===== src/hdl/ps2kcp_pkg.sv =====
package ps2kcp_pkg;

   localparam int KEY_CODES_DEF = 256;

   // request kinds
   localparam logic [1:0] REQ_HOST   = 2'd0;
   localparam logic [1:0] REQ_BLINK  = 2'd1;
   localparam logic [1:0] REQ_LOOKUP = 2'd2;

   // host commands
   localparam logic [7:0] CMD_SET_LEDS  = 8'hed;
   localparam logic [7:0] CMD_ECHO      = 8'hee;
   localparam logic [7:0] CMD_CODE_SET  = 8'hf0;
   localparam logic [7:0] CMD_READ_ID   = 8'hf2;
   localparam logic [7:0] CMD_TYPEMATIC = 8'hf3;
   localparam logic [7:0] CMD_ENABLE    = 8'hf4;
   localparam logic [7:0] CMD_DISABLE   = 8'hf5;
   localparam logic [7:0] CMD_DEFAULTS  = 8'hf6;
   localparam logic [7:0] CMD_ALL_TYPE  = 8'hf7;
   localparam logic [7:0] CMD_ALL_MB    = 8'hf8;
   localparam logic [7:0] CMD_ALL_MO    = 8'hf9;
   localparam logic [7:0] CMD_ALL_MBT   = 8'hfa;
   localparam logic [7:0] CMD_KEY_TYPE  = 8'hfb;
   localparam logic [7:0] CMD_KEY_MB    = 8'hfc;
   localparam logic [7:0] CMD_KEY_MO    = 8'hfd;
   localparam logic [7:0] CMD_RESEND    = 8'hfe;
   localparam logic [7:0] CMD_RESET     = 8'hff;

   // reply bytes
   localparam logic [7:0] RPL_ACK    = 8'hfa;
   localparam logic [7:0] RPL_RESEND = 8'hfe;
   localparam logic [7:0] RPL_ECHO   = 8'hee;
   localparam logic [7:0] RPL_ID0    = 8'hab;
   localparam logic [7:0] RPL_ID1    = 8'h83;
   localparam logic [7:0] RPL_BAT_OK = 8'haa;

   // per-key flags: bit0 make, bit1 break, bit2 typematic
   localparam logic [2:0] FLAGS_TYPE = 3'b100;
   localparam logic [2:0] FLAGS_MB   = 3'b011;
   localparam logic [2:0] FLAGS_MO   = 3'b001;
   localparam logic [2:0] FLAGS_ALL  = 3'b111;

   // typematic byte: delay index in bits 6:5, rate index in bits 4:0
   localparam logic [6:0] TYP_DEFAULT = 7'b01_00000;

   typedef enum logic [2:0] {
      PEND_NONE  = 3'd0,
      PEND_LEDS  = 3'd1,
      PEND_SET   = 3'd2,
      PEND_RATE  = 3'd3,
      PEND_KTYPE = 3'd4,
      PEND_KMB   = 3'd5,
      PEND_KMO   = 3'd6
   } pend_type;

   // outcome of one host byte
   typedef struct packed {
      logic [1:0] nrep;
      logic [7:0] rep0;
      logic [7:0] rep1;
      logic [7:0] rep2;
      logic       clr;
      pend_type   pend;
      logic       led_we;
      logic [2:0] led_val;
      logic       set_we;
      logic [1:0] set_val;
      logic       typ_we;
      logic [6:0] typ_val;
      logic       scan_we;
      logic       scan_val;
      logic       blink_set;
      logic       key_we;
      logic [2:0] key_val;
      logic       fill_en;
      logic [2:0] fill_val;
   } dec_type;

   localparam logic [8:0] RATE_TAB [32] = '{
      9'd33,  9'd37,  9'd42,  9'd46,  9'd50,  9'd54,  9'd58,  9'd63,
      9'd67,  9'd75,  9'd83,  9'd92,  9'd100, 9'd109, 9'd118, 9'd125,
      9'd133, 9'd149, 9'd167, 9'd182, 9'd200, 9'd217, 9'd233, 9'd250,
      9'd270, 9'd303, 9'd333, 9'd370, 9'd400, 9'd435, 9'd476, 9'd500
   };

   function automatic logic [9:0] delay_ms(input logic [1:0] idx);
      logic [9:0] ms;
      case (idx)
         2'd0: ms = 10'd250;
         2'd1: ms = 10'd500;
         2'd2: ms = 10'd750;
         default: ms = 10'd1000;
      endcase
      return ms;
   endfunction

endpackage


===== src/hdl/ps2kcp_key_ram.sv =====
module ps2kcp_key_ram #(
   parameter int DEPTH = ps2kcp_pkg::KEY_CODES_DEF,
   parameter int AW    = $clog2(DEPTH)
) (
   input  logic          clock,
   input  logic          we,
   input  logic [AW-1:0] waddr,
   input  logic [2:0]    wdata,
   input  logic          re,
   input  logic [AW-1:0] raddr,
   output logic [2:0]    rdata
);

   logic [2:0] mem [DEPTH];
   logic [2:0] rdata_ff;

   always_ff @(posedge clock) begin
      if (we) begin
         mem[waddr] <= wdata;
      end
      if (re) begin
         rdata_ff <= mem[raddr];
      end
   end

   assign rdata = rdata_ff;

endmodule


===== src/hdl/ps2kcp_decode.sv =====
module ps2kcp_decode (
   input  logic                 [7:0] byte_i,
   input  ps2kcp_pkg::pend_type       pend_i,
   input  logic                 [1:0] en_sets,
   input  logic                 [1:0] cur_set,
   output ps2kcp_pkg::dec_type        dec
);

   logic is_cmd;
   logic set_bad;

   assign is_cmd = byte_i[7] && (pend_i != ps2kcp_pkg::PEND_KTYPE) &&
                   (pend_i != ps2kcp_pkg::PEND_KMB) && (pend_i != ps2kcp_pkg::PEND_KMO);

   assign set_bad = (byte_i > 8'd3) || ((byte_i == 8'd2) && !en_sets[0]) ||
                    ((byte_i == 8'd3) && !en_sets[1]);

   always_comb begin
      dec = '0;
      dec.pend = pend_i;
      if (is_cmd) begin
         dec.pend = ps2kcp_pkg::PEND_NONE;
         dec.nrep = 2'd1;
         dec.rep0 = ps2kcp_pkg::RPL_ACK;
         case (byte_i)
            ps2kcp_pkg::CMD_SET_LEDS: begin
               dec.pend = ps2kcp_pkg::PEND_LEDS;
            end
            ps2kcp_pkg::CMD_TYPEMATIC: begin
               dec.pend = ps2kcp_pkg::PEND_RATE;
            end
            ps2kcp_pkg::CMD_CODE_SET: begin
               dec.clr  = 1'b1;
               dec.pend = ps2kcp_pkg::PEND_SET;
            end
            ps2kcp_pkg::CMD_KEY_TYPE: begin
               dec.clr  = 1'b1;
               dec.pend = ps2kcp_pkg::PEND_KTYPE;
            end
            ps2kcp_pkg::CMD_KEY_MB: begin
               dec.clr  = 1'b1;
               dec.pend = ps2kcp_pkg::PEND_KMB;
            end
            ps2kcp_pkg::CMD_KEY_MO: begin
               dec.clr  = 1'b1;
               dec.pend = ps2kcp_pkg::PEND_KMO;
            end
            ps2kcp_pkg::CMD_ECHO: begin
               dec.rep0 = ps2kcp_pkg::RPL_ECHO;
            end
            ps2kcp_pkg::CMD_READ_ID: begin
               dec.nrep = 2'd3;
               dec.rep1 = ps2kcp_pkg::RPL_ID0;
               dec.rep2 = ps2kcp_pkg::RPL_ID1;
            end
            ps2kcp_pkg::CMD_ENABLE: begin
               dec.clr      = 1'b1;
               dec.scan_we  = 1'b1;
               dec.scan_val = 1'b1;
            end
            ps2kcp_pkg::CMD_DISABLE, ps2kcp_pkg::CMD_DEFAULTS, ps2kcp_pkg::CMD_RESET: begin
               // restore defaults
               dec.clr      = 1'b1;
               dec.typ_we   = 1'b1;
               dec.typ_val  = ps2kcp_pkg::TYP_DEFAULT;
               dec.fill_en  = 1'b1;
               dec.fill_val = ps2kcp_pkg::FLAGS_ALL;
               dec.set_we   = 1'b1;
               dec.set_val  = en_sets[0] ? 2'd2 : 2'd1;
               dec.scan_we  = 1'b1;
               dec.scan_val = (byte_i != ps2kcp_pkg::CMD_DISABLE);
               if (byte_i == ps2kcp_pkg::CMD_RESET) begin
                  dec.led_we    = 1'b1;
                  dec.led_val   = 3'd0;
                  dec.blink_set = 1'b1;
                  dec.nrep      = 2'd2;
                  dec.rep1      = ps2kcp_pkg::RPL_BAT_OK;
               end
            end
            ps2kcp_pkg::CMD_ALL_TYPE: begin
               dec.clr      = 1'b1;
               dec.fill_en  = 1'b1;
               dec.fill_val = ps2kcp_pkg::FLAGS_TYPE;
            end
            ps2kcp_pkg::CMD_ALL_MB: begin
               dec.clr      = 1'b1;
               dec.fill_en  = 1'b1;
               dec.fill_val = ps2kcp_pkg::FLAGS_MB;
            end
            ps2kcp_pkg::CMD_ALL_MO: begin
               dec.clr      = 1'b1;
               dec.fill_en  = 1'b1;
               dec.fill_val = ps2kcp_pkg::FLAGS_MO;
            end
            ps2kcp_pkg::CMD_ALL_MBT: begin
               dec.clr      = 1'b1;
               dec.fill_en  = 1'b1;
               dec.fill_val = ps2kcp_pkg::FLAGS_ALL;
            end
            ps2kcp_pkg::CMD_RESEND: begin
               dec.rep0 = ps2kcp_pkg::RPL_ACK;
            end
            default: begin
               dec.rep0 = ps2kcp_pkg::RPL_RESEND;
            end
         endcase
      end else if (pend_i != ps2kcp_pkg::PEND_NONE) begin
         dec.pend = ps2kcp_pkg::PEND_NONE;
         dec.nrep = 2'd1;
         dec.rep0 = ps2kcp_pkg::RPL_ACK;
         case (pend_i)
            ps2kcp_pkg::PEND_LEDS: begin
               dec.led_we  = 1'b1;
               dec.led_val = byte_i[2:0];
            end
            ps2kcp_pkg::PEND_SET: begin
               if (byte_i == 8'd0) begin
                  dec.nrep = 2'd2;
                  dec.rep1 = {6'd0, cur_set};
               end else if (set_bad) begin
                  dec.pend = ps2kcp_pkg::PEND_SET;
                  dec.rep0 = ps2kcp_pkg::RPL_RESEND;
               end else begin
                  dec.set_we  = 1'b1;
                  dec.set_val = byte_i[1:0];
                  dec.clr     = 1'b1;
               end
            end
            ps2kcp_pkg::PEND_RATE: begin
               dec.typ_we  = 1'b1;
               dec.typ_val = byte_i[6:0];
            end
            ps2kcp_pkg::PEND_KTYPE: begin
               dec.clr     = 1'b1;
               dec.key_we  = 1'b1;
               dec.key_val = ps2kcp_pkg::FLAGS_TYPE;
            end
            ps2kcp_pkg::PEND_KMB: begin
               dec.clr     = 1'b1;
               dec.key_we  = 1'b1;
               dec.key_val = ps2kcp_pkg::FLAGS_MB;
            end
            ps2kcp_pkg::PEND_KMO: begin
               dec.clr     = 1'b1;
               dec.key_we  = 1'b1;
               dec.key_val = ps2kcp_pkg::FLAGS_MO;
            end
            default: begin
               dec.nrep = 2'd0;
               dec.rep0 = 8'd0;
            end
         endcase
      end
   end

endmodule


===== src/hdl/ps2_keyboard_command_processor_unit.sv =====
// keyboard-side ps/2 command processor
//
// input stream (req_*): req_tuser is the request kind (host byte, led blink
// expiry, per-key flag lookup), req_tdata the host byte or key code.
// result stream (rsp_*): one transfer per reply byte, or a single transfer
// with rsp_tuser low when the request makes no reply; rsp_tlast marks the
// final transfer of a request. every transfer carries the settings as they
// stand after the request.
// csr port: enabled_sets at byte address 0; the user must write it only while idle, the block does not enforce it.
//
// one request at a time: req_tready is high only when the block is idle.
// a request is accepted in idle; a lookup then passes the read state for
// the key table read, and the result transfers go out in the send state.
// a stalled rsp_tready holds the current transfer and no new request is
// taken until the last one is gone. commands that set every key's flags
// (all-keys commands, defaults, disable, reset) add a write sweep through
// every key table entry after their results. after reset the same sweep
// loads every key with all flags on, so req_tready rises only once that
// sweep is done.
module ps2_keyboard_command_processor_unit #(
   parameter int KEY_CODES = ps2kcp_pkg::KEY_CODES_DEF
) (
   input  logic        clock,
   input  logic        reset,
   // request stream
   input  logic        req_tvalid,
   output logic        req_tready,
   input  logic [7:0]  req_tdata,   // data_byte
   input  logic [1:0]  req_tuser,   // req_type
   // result stream
   output logic        rsp_tvalid,
   input  logic        rsp_tready,
   // reply_byte[7:0], buffer_clear[8], scanning[9], led_bits[12:10],
   // active_set[14:13], typematic_delay_ms[24:15], typematic_interval[33:25],
   // key_make_on[34], key_break_on[35], key_repeat_on[36], zero[39:37]
   output logic [39:0] rsp_tdata,
   output logic        rsp_tuser,   // reply_valid
   output logic        rsp_tlast,   // last
   // configuration
   input  logic        csr_psel,
   input  logic        csr_penable,
   input  logic        csr_pwrite,
   input  logic [2:0]  csr_paddr,
   input  logic [31:0] csr_pwdata,
   output logic [31:0] csr_prdata,
   output logic        csr_pready
);

   localparam int AW = $clog2(KEY_CODES);

   typedef enum logic [3:0] {
      ST_SWEEP = 4'b0001,
      ST_IDLE  = 4'b0010,
      ST_READ  = 4'b0100,
      ST_SEND  = 4'b1000
   } state_type;

   state_type            state_ff, state_in;
   ps2kcp_pkg::pend_type pend_ff, pend_in;
   logic [1:0]           set_ff, set_in;
   logic [2:0]           led_ff, led_in;
   logic                 blink_ff, blink_in;
   logic                 scan_ff, scan_in;
   logic [6:0]           typ_ff, typ_in;
   logic [1:0]           en_sets_ff, en_sets_in;
   logic [2:0]           fill_ff, fill_in;
   logic                 fill_pend_ff, fill_pend_in;
   logic [AW-1:0]        sweep_ff, sweep_in;
   logic                 key_ok_ff, key_ok_in;
   logic [7:0]           rep0_ff, rep0_in;
   logic [7:0]           rep1_ff, rep1_in;
   logic [7:0]           rep2_ff, rep2_in;
   logic [1:0]           nrep_ff, nrep_in;
   logic [1:0]           idx_ff, idx_in;
   logic                 clr_ff, clr_in;
   logic [2:0]           kf_ff, kf_in;

   ps2kcp_pkg::dec_type  dec;
   logic                 accept;
   logic                 last_res;
   logic                 key_in_range;
   logic                 sweep_last;
   logic                 ram_we;
   logic [AW-1:0]        ram_waddr;
   logic [2:0]           ram_wdata;
   logic                 ram_re;
   logic [2:0]           ram_rdata;
   logic [7:0]           reply;
   logic                 csr_wr;

   // command decode against the current settings
   ps2kcp_decode u_decode (
      .byte_i  (req_tdata),
      .pend_i  (pend_ff),
      .en_sets (en_sets_ff),
      .cur_set (set_ff),
      .dec     (dec)
   );

   // per-key set-3 flags
   ps2kcp_key_ram #(
      .DEPTH (KEY_CODES),
      .AW    (AW)
   ) u_key_ram (
      .clock (clock),
      .we    (ram_we),
      .waddr (ram_waddr),
      .wdata (ram_wdata),
      .re    (ram_re),
      .raddr (req_tdata[AW-1:0]),
      .rdata (ram_rdata)
   );

   assign req_tready   = (state_ff == ST_IDLE);
   assign accept       = req_tvalid && req_tready;
   assign key_in_range = ({1'b0, req_tdata} < 9'(KEY_CODES));
   assign sweep_last   = (sweep_ff == AW'(KEY_CODES - 1));
   assign last_res     = (nrep_ff == 2'd0) || (idx_ff == (nrep_ff - 2'd1));

   // key table port: sweep owns it, else single-key writes and lookups.
   // one request in flight, so a lookup never meets a write to its entry
   assign ram_we    = (state_ff == ST_SWEEP) ||
                      (accept && (req_tuser == ps2kcp_pkg::REQ_HOST) && dec.key_we &&
                       key_in_range);
   assign ram_waddr = (state_ff == ST_SWEEP) ? sweep_ff : req_tdata[AW-1:0];
   assign ram_wdata = (state_ff == ST_SWEEP) ? fill_ff : dec.key_val;
   assign ram_re    = accept && (req_tuser == ps2kcp_pkg::REQ_LOOKUP);

   // csr access
   assign csr_pready = 1'b1;
   assign csr_wr     = csr_psel && csr_penable && csr_pwrite && csr_pready;
   assign csr_prdata = csr_paddr[2] ? 32'd0 : {30'd0, en_sets_ff};

   always_comb begin
      state_in     = state_ff;
      pend_in      = pend_ff;
      set_in       = set_ff;
      led_in       = led_ff;
      blink_in     = blink_ff;
      scan_in      = scan_ff;
      typ_in       = typ_ff;
      en_sets_in   = en_sets_ff;
      fill_in      = fill_ff;
      fill_pend_in = fill_pend_ff;
      sweep_in     = sweep_ff;
      key_ok_in    = key_ok_ff;
      rep0_in      = rep0_ff;
      rep1_in      = rep1_ff;
      rep2_in      = rep2_ff;
      nrep_in      = nrep_ff;
      idx_in       = idx_ff;
      clr_in       = clr_ff;
      kf_in        = kf_ff;

      if (csr_wr && !csr_paddr[2]) begin
         en_sets_in = csr_pwdata[1:0];
      end

      case (state_ff)
         ST_SWEEP: begin
            sweep_in = sweep_ff + AW'(1);
            if (sweep_last) begin
               sweep_in     = '0;
               fill_pend_in = 1'b0;
               state_in     = ST_IDLE;
            end
         end
         ST_IDLE: begin
            if (accept) begin
               // default: single transfer with no reply
               rep0_in = 8'd0;
               rep1_in = 8'd0;
               rep2_in = 8'd0;
               nrep_in = 2'd0;
               idx_in  = 2'd0;
               clr_in  = 1'b0;
               kf_in   = 3'd0;
               state_in = ST_SEND;
               case (req_tuser)
                  ps2kcp_pkg::REQ_HOST: begin
                     rep0_in = dec.rep0;
                     rep1_in = dec.rep1;
                     rep2_in = dec.rep2;
                     nrep_in = dec.nrep;
                     clr_in  = dec.clr;
                     pend_in = dec.pend;
                     if (dec.led_we) begin
                        led_in = dec.led_val;
                     end
                     if (dec.set_we) begin
                        set_in = dec.set_val;
                     end
                     if (dec.typ_we) begin
                        typ_in = dec.typ_val;
                     end
                     if (dec.scan_we) begin
                        scan_in = dec.scan_val;
                     end
                     if (dec.blink_set) begin
                        blink_in = 1'b1;
                     end
                     if (dec.fill_en) begin
                        fill_in      = dec.fill_val;
                        fill_pend_in = 1'b1;
                     end
                  end
                  ps2kcp_pkg::REQ_BLINK: begin
                     blink_in = 1'b0;
                  end
                  ps2kcp_pkg::REQ_LOOKUP: begin
                     key_ok_in = key_in_range;
                     state_in  = ST_READ;
                  end
                  default: begin
                  end
               endcase
            end
         end
         ST_READ: begin
            kf_in    = key_ok_ff ? ram_rdata : 3'd0;
            state_in = ST_SEND;
         end
         ST_SEND: begin
            if (rsp_tvalid && rsp_tready) begin
               idx_in = idx_ff + 2'd1;
               if (last_res) begin
                  idx_in   = 2'd0;
                  state_in = fill_pend_ff ? ST_SWEEP : ST_IDLE;
               end
            end
         end
         default: begin
            state_in = ST_IDLE;
         end
      endcase
   end

   always_ff @(posedge clock) begin
      if (reset) begin
         state_ff     <= ST_SWEEP;
         pend_ff      <= ps2kcp_pkg::PEND_NONE;
         set_ff       <= 2'd1;
         led_ff       <= 3'd0;
         blink_ff     <= 1'b0;
         scan_ff      <= 1'b1;
         typ_ff       <= ps2kcp_pkg::TYP_DEFAULT;
         en_sets_ff   <= 2'd0;
         fill_ff      <= ps2kcp_pkg::FLAGS_ALL;
         fill_pend_ff <= 1'b1;
         sweep_ff     <= '0;
         idx_ff       <= 2'd0;
      end else begin
         state_ff     <= state_in;
         pend_ff      <= pend_in;
         set_ff       <= set_in;
         led_ff       <= led_in;
         blink_ff     <= blink_in;
         scan_ff      <= scan_in;
         typ_ff       <= typ_in;
         en_sets_ff   <= en_sets_in;
         fill_ff      <= fill_in;
         fill_pend_ff <= fill_pend_in;
         sweep_ff     <= sweep_in;
         idx_ff       <= idx_in;
      end
   end

   // result payload, no reset needed
   always_ff @(posedge clock) begin
      key_ok_ff <= key_ok_in;
      rep0_ff   <= rep0_in;
      rep1_ff   <= rep1_in;
      rep2_ff   <= rep2_in;
      nrep_ff   <= nrep_in;
      clr_ff    <= clr_in;
      kf_ff     <= kf_in;
   end

   // pick the reply byte of the current transfer
   always_comb begin
      case (idx_ff)
         2'd0:    reply = rep0_ff;
         2'd1:    reply = rep1_ff;
         default: reply = rep2_ff;
      endcase
   end

   assign rsp_tvalid = (state_ff == ST_SEND);
   assign rsp_tuser  = (nrep_ff != 2'd0);
   assign rsp_tlast  = last_res;
   assign rsp_tdata  = {3'd0,
                        kf_ff,
                        ps2kcp_pkg::RATE_TAB[typ_ff[4:0]],
                        ps2kcp_pkg::delay_ms(typ_ff[6:5]),
                        set_ff,
                        blink_ff ? 3'b111 : led_ff,
                        scan_ff,
                        clr_ff,
                        reply};

endmodule


===== config.mk =====
export PLATFORM = sky130hd
export DESIGN_NAME = ps2_keyboard_command_processor_unit
export DESIGN_NICKNAME = d
export VERILOG_FILES = /design/src/hdl/ps2kcp_pkg.sv /design/src/hdl/ps2kcp_key_ram.sv /design/src/hdl/ps2kcp_decode.sv /design/src/hdl/ps2_keyboard_command_processor_unit.sv
export SDC_FILE = /design/constraint.sdc
export NUM_CORES = 1
export LEC_CHECK = 0
export ABC_AREA = 0
export BUFFER_PORTS_ARGS = -buffer_cell sky130_fd_sc_hd__buf_4
export CAP_MARGIN = 5
export CORE_MARGIN = 10
export CORE_UTILIZATION = 40
export DETAILED_ROUTE_END_ITERATION = 8
export HOLD_SLACK_MARGIN = 0.05
export SLEW_MARGIN = 10
export SYNTH_ARGS = -nofsm -noshare
export SYNTH_HDL_FRONTEND = slang
export SYNTH_SLANG_ARGS = --single-unit

===== constraint.sdc =====
create_clock -name clock -period 16.5 [get_ports clock]
set_input_delay 0.825 -clock clock [delete_from_list [all_inputs] [get_ports clock]]
set_output_delay 0.825 -clock clock [all_outputs]
set_load 0.01 [all_outputs]

; After elaboration in Yosys (flattened, before gate mapping)
; Memory sizes are Yosys's and may differ from the RTL's. A register that Yosys moved wholly into a read port is not among the register bits.
; Cells that the tools add are included.
; W data, S select, Z words.
[word_totals]
regBits = 67
mem_bits_rw = 768
romBits = 288
in_bits = 52
output_inout_bits = 77
wordCells = 195
n_memories = 2
[classes]
n_addsub = 3
order_cmp = 2
eq_ne = 47
muxes = 71
bitwise = 1
n_reduce_logical = 51
[mem_list]
columns = name, words, word_bits, rd, rd_clocked_by_memory_dff, wr, line_no
row1 = u_key_ram.mem, 256, 3, 1, 1, 1, ps2kcp_key_ram.sv:14  ; logic [2:0] mem [DEPTH];
row2 = (no name shown), 32, 9, 1, 0, 0, ps2_keyboard_command_processor_unit.sv:293  ; ps2kcp_pkg::RATE_TAB[typ_ff[4:0]],
[op_table]
columns = operator, n
row1 = $eq A8 B8 Y1 const B, 18
row2 = $mux W8, 6
row3 = $mux W4, 11
row4 = $mux W19, 2
row5 = $mux W18, 2
row6 = $pmux W4 S4, 2
row7 = $pmux W8 S2, 2
row8 = $reduce_and A4 Y1, 8
row9 = $pmux W10 S3, 1
row10 = $mux W3, 9
row11 = $mux W2, 11
row12 = $pmux W10 S2, 1
row13 = $mux W9, 2
row14 = $pmux W3 S6, 1
row15 = $eq A8 B2 Y1 const B, 2
row16 = $reduce_or A16 Y1, 1
row17 = $mux W15, 1
row18 = $logic_and A1 B1 Y1, 13
row19 = $pmux W2 S2, 3
row20 = $pmux W4 S3, 1
row21 = $reduce_bool A2 Y1, 6
row22 = $reduce_or A12 Y1, 1
row23 = $mux W1, 11
row24 = $ne A2 B1 Y1 const B, 5
row25 = other kinds (33), 55

; Logic depth before layout (Yosys ltp)
[depth]
ltp_word = 10
depth_mapped = 11

; Hierarchy
; Synthesis repeated with hierarchy kept, for this count alone.
[unflattened]
cells_unflattened = 2271
area_unflattened_um2 = 35760.5
[by_module_without_submodules]
columns = mod, instances, cells_per_inst, area_each_um2
row1 = ps2kcp_key_ram, 1, 1713, 31068.5
row2 = ps2_keyboard_command_processor_unit, 1, 421, 3837.4
row3 = ps2kcp_decode, 1, 137, 854.6

; Least setup slack after synthesis
; OpenSTA, ideal clock, no wires.
[synth_path]
path_type = reg-to-reg
startpoint = register state_ff[0]
endpoint = memory u_key_ram.mem[0][2] (data pin)
setup_time_ps = 2955
t_arrival_ps = 15142
t_required_ps = 13545
path_slack_ps = -1597
path_stages_with_launch = 5
path_buffers = 2
period_less_slack_ps = 18097
path_cell_list = dfxtp_1 nor4b_2 clkbuf_1 buf_1 o41ai_1
[synth_between]
elab_chain_cells = 2
[synth_lines]
columns = item, line_no
row1 = start: declaration, ps2_keyboard_command_processor_unit.sv:58  ; state_type state_ff, state_in;
row2 = start signal: assignment, ps2_keyboard_command_processor_unit.sv:253  ; state_ff <= state_in;
row3 = $eq A4 B1 Y1, ps2_keyboard_command_processor_unit.sv:126  ; assign ram_wdata = (state_ff == ST_SWEEP) ? fill_ff : dec.key_val;
row4 = $mux W3, ps2_keyboard_command_processor_unit.sv:126
row5 = named net ram_wdata[2], ps2_keyboard_command_processor_unit.sv:85  ; logic [2:0] ram_wdata;
row6 = end: declaration, ps2kcp_key_ram.sv:14
; The timed path passes the listed nets, and every way through them passes these cells.

; Final worst setup path
[layout_path]
startpoint = input req_tdata[1]
endpoint = memory u_key_ram.mem[7][1], enable pin
[layout_between]
elab_chain_cells = 1
[layout_lines]
columns = item, line_no
row1 = start: declaration, ps2_keyboard_command_processor_unit.sv:28  ; input logic [7:0] req_tdata,
row2 = $mux W8, ps2_keyboard_command_processor_unit.sv:125  ; assign ram_waddr = (state_ff == ST_SWEEP) ? sweep_ff : req_tdata[AW-1:0];
; Every way passes these cells.

==> impl_metrics.py <==
metrics = {
    "clock_network": {
        "clkTransAtPathRegs_ns": 0.06,
        "postCtsSetupRepairBufs": 0,
        "cts_tree": "done",
        "ctsHoldBuffers": 0,
        "worstSkewPairLatency_ns": 0.64,
        "clock_sinks": 821,
        "ctsResizeCount": 0,
        "h-tree-depth": 3,
        "clock_path_buffers": 3,
        "cts_made_buffers": 83,
        "cts_root_buf": "clkbuf_16",
    },
    "worst_setup_path": {
        "critPathLaunchType": "input pin",
        "cp-end-kind": "flip-flop",
        "cp_common_cell": "buf_4",
        "cp.required_ns": 16.78,
        "cp_max_fo": 73,
        "rr_worst_depth": 5,
        "slowest_stage": "buf_4",
        "startpoint": "req_tdata[1]",
        "path_cells": "clkbuf_8, buf_4, buf_4, nand2_1, o21ai_0, nand2_2, nor2_1",
        "arrival_ns": 5.49,
        "crit_path_max_incr_delay_ns": 0.87,
        "r2r_start": "state_ff[3]$_SDFFE_PP0P_",
        "crit_type": "in -> reg",
    },
    "synthesis": {
        "syn-mean-instance-area_um2": 16.9,
        "ys_seq_area_share_pct": 71.8,
        "synth-edff-count": 784,
        "yosysWarnings": 0,
        "synthCells": 2004,
        "async_reset_ff_share_pct": 0,
        "synth_cell_types": 60,
        "ys_ff_latch": 821,
        "synthesis.area_um2": 33800,
        "synth_ff_type": "edfxtp_1",
    },
    "layout": {
        "layout_common_cells": "edfxtp_1, nor2_1, mux4_2",
        "final_layout_size_suffix_gt1_share_pct": 20.4,
        "diodes": 0,
        "finalInstanceArea_um2": 38100,
        "seqCellArea_um2": 24300,
        "finalNetCount": 2096,
        "area_growth_pct": 12.5,
        "final_util_pct": 45.5,
        "multiInputGateArea_um2": 8800,
        "final_common_cell": "edfxtp_1",
        "fillers": 7089,
    },
    "power": {
        "p_leak_nw": 11.7,
        "p_per_area_nw_per_um2": 125,
        "peakVddDrop_uv": 89.6,
    },
    "placed_design": {
        "numPortBuffers": 58,
        "post-place-ws_ns": 10.65,
        "detailed_place.area_um2": 35200,
        "gp_congestion": 0.814,
        "place_hpwl_um": 45100,
    },
    "global_routing": {
        "grt_overflow": 0,
        "grt_max_degree": 161,
        "antenna_found_initial": 0,
        "grt_pass1_wl_um": 120000,
        "track_usage_pct": 16.3,
        "grt_pass1_vias": 18541,
    },
    "sta": {
        "period_needed_ns": 5.21,
        "setup_slack_ns": 11.29,
        "period_share_pct": 31.6,
        "tightest_slew_ns": 1.15,
        "finalSetupViolCount": 0,
        "rsz0062_at_grt": "false",
        "hold_viol_final": 0,
        "fmax_mhz": 192,
        "drv_slew": 0,
        "setup_tns_ns": 0,
        "skew_ns": 0.0271,
        "max_slew_margin_pct": 23.2,
    },
    "floorplan": {
        "coreArea_um2": 83700,
        "ios": 129,
        "die-area_um2": 96600,
        "die_w_um": 311,
        "die_y_um": 311,
        "fp-row-count": 106,
        "start_util_pct": 40.4,
    },
    "detailed_routing": {
        "drc": 0,
        "drt-total-wl_um": 80300,
        "post_drt_wl_per_cell_um": 24.9,
        "via_per_inst": 5.60,
        "dr.pass1.iters": 5,
        "ant_nets": 0,
        "vias": 18103,
        "drt_iter0_drc": 1838,
    },
    "job": {
        "cap_violations": 0,
    },
    "worst_hold_path": {
        "whs_path_depth": 2,
        "min_path_type": "in -> reg",
        "hp-start": "req_tuser[0]",
    },
    "outcome": {
        "status": "finished, final reports clean",
    },
}
## cell usage after synthesis (17+ instances only)
library cell / number / share of area [%]
buf_4: 49 / 1.1
a21oi_1: 77 / 1.1
nor2_1: 310 / 3.4
o21ai_0: 32 / 0.47
nand2_1: 80 / 0.89
dfxtp_1: 37 / 2.2
edfxtp_1: 784 / 70
nor4_1: 17 / 0.31
mux4_2: 193 / 13
inv_1: 21 / 0.23
a22oi_1: 109 / 2.4
clkbuf_1: 88 / 0.98
## final timing paths
kind | end | slack [ns]
setup reg to reg | u_key_ram.mem[132][1]$_DFFE_PP_ | 12.36
setup / recovery | u_key_ram.mem[7][1]$_DFFE_PP_ | 11.29
hold reg to reg | led_ff[0]$_SDFFE_PP0P_ | 0.47
hold / removal | blink_ff$_SDFFE_PP0P_ | 0.40
## registers in the layout, summed over array words and instances (netlist names), 4 cells and up
signal and flops:
state_ff 4, u_key_ram.mem 768, sweep_ff 8, typ_ff 7
## power breakdown
group	switching [mW]	total [mW]	leakage [nW]	internal, mW
Combinational	0.303	0.388	3.09	0.0850
Sequential	0.00712	2.41	7.22	2.41
Clock	0.785	1.96	1.36	1.18
## per-stage QoR
step | hold slack [ns] | total power, mW | instances
floorplan | 0.436 | 2.74 | 2040
global placement | 0.465 | 2.84 | 3080
detailed placement | 0.464 | 2.85 | 3080
CTS | 0.379 | 4.80 | 3232
global route | 0.404 | 4.92 | 3232
finish | 0.402 | 4.77 | 3232
## kinds of logic (layout without fill, tap and decap cells)
group                      Yosys count  after routing  synth area share (%)
xor gates and xnor gates             6              6                 0.155
adders and majority gates           13             13                 0.481
AOI/OAI and AO/OA                  261            261                  4.98
buffers and inverters              193            251                  2.89
muxes                              204            204                  13.2
DFF                                821            821                  71.8
and+or+nand+nor                    504            504                  6.49
other                                2             38                0.0222
## worst max-delay path, delay by kind of cell
family	cells	cell delay, ns
AND/OR/NAND/NOR	3	1.62
AO/OA/AOI/OAI	1	0.69
buffers and inverters	3	2.19
## final cells by class
class / instances / area share, %
Tap cell: 1134 / 3.73
Timing Repair Buffer: 78 / 1.64
Clock inverter: 55 / 1.79
Multi-Input combinational cell: 1026 / 23.1
Sequential cell: 821 / 63.8
Inverter: 21 / 0.207
Clock buffer: 97 / 5.71
## routing by layer
layer / vias up / routed length (µm) / track usage [%]
met1: 9367 / 33300 / 21.6
li1: 7881 / - / -
met4: 0 / 2130 / 5.53
met5: - / 0 / 0
met3: 130 / 5950 / 3.14
met2: 725 / 38900 / 26.6
Note: power is estimated with default switching activity, not from simulation.
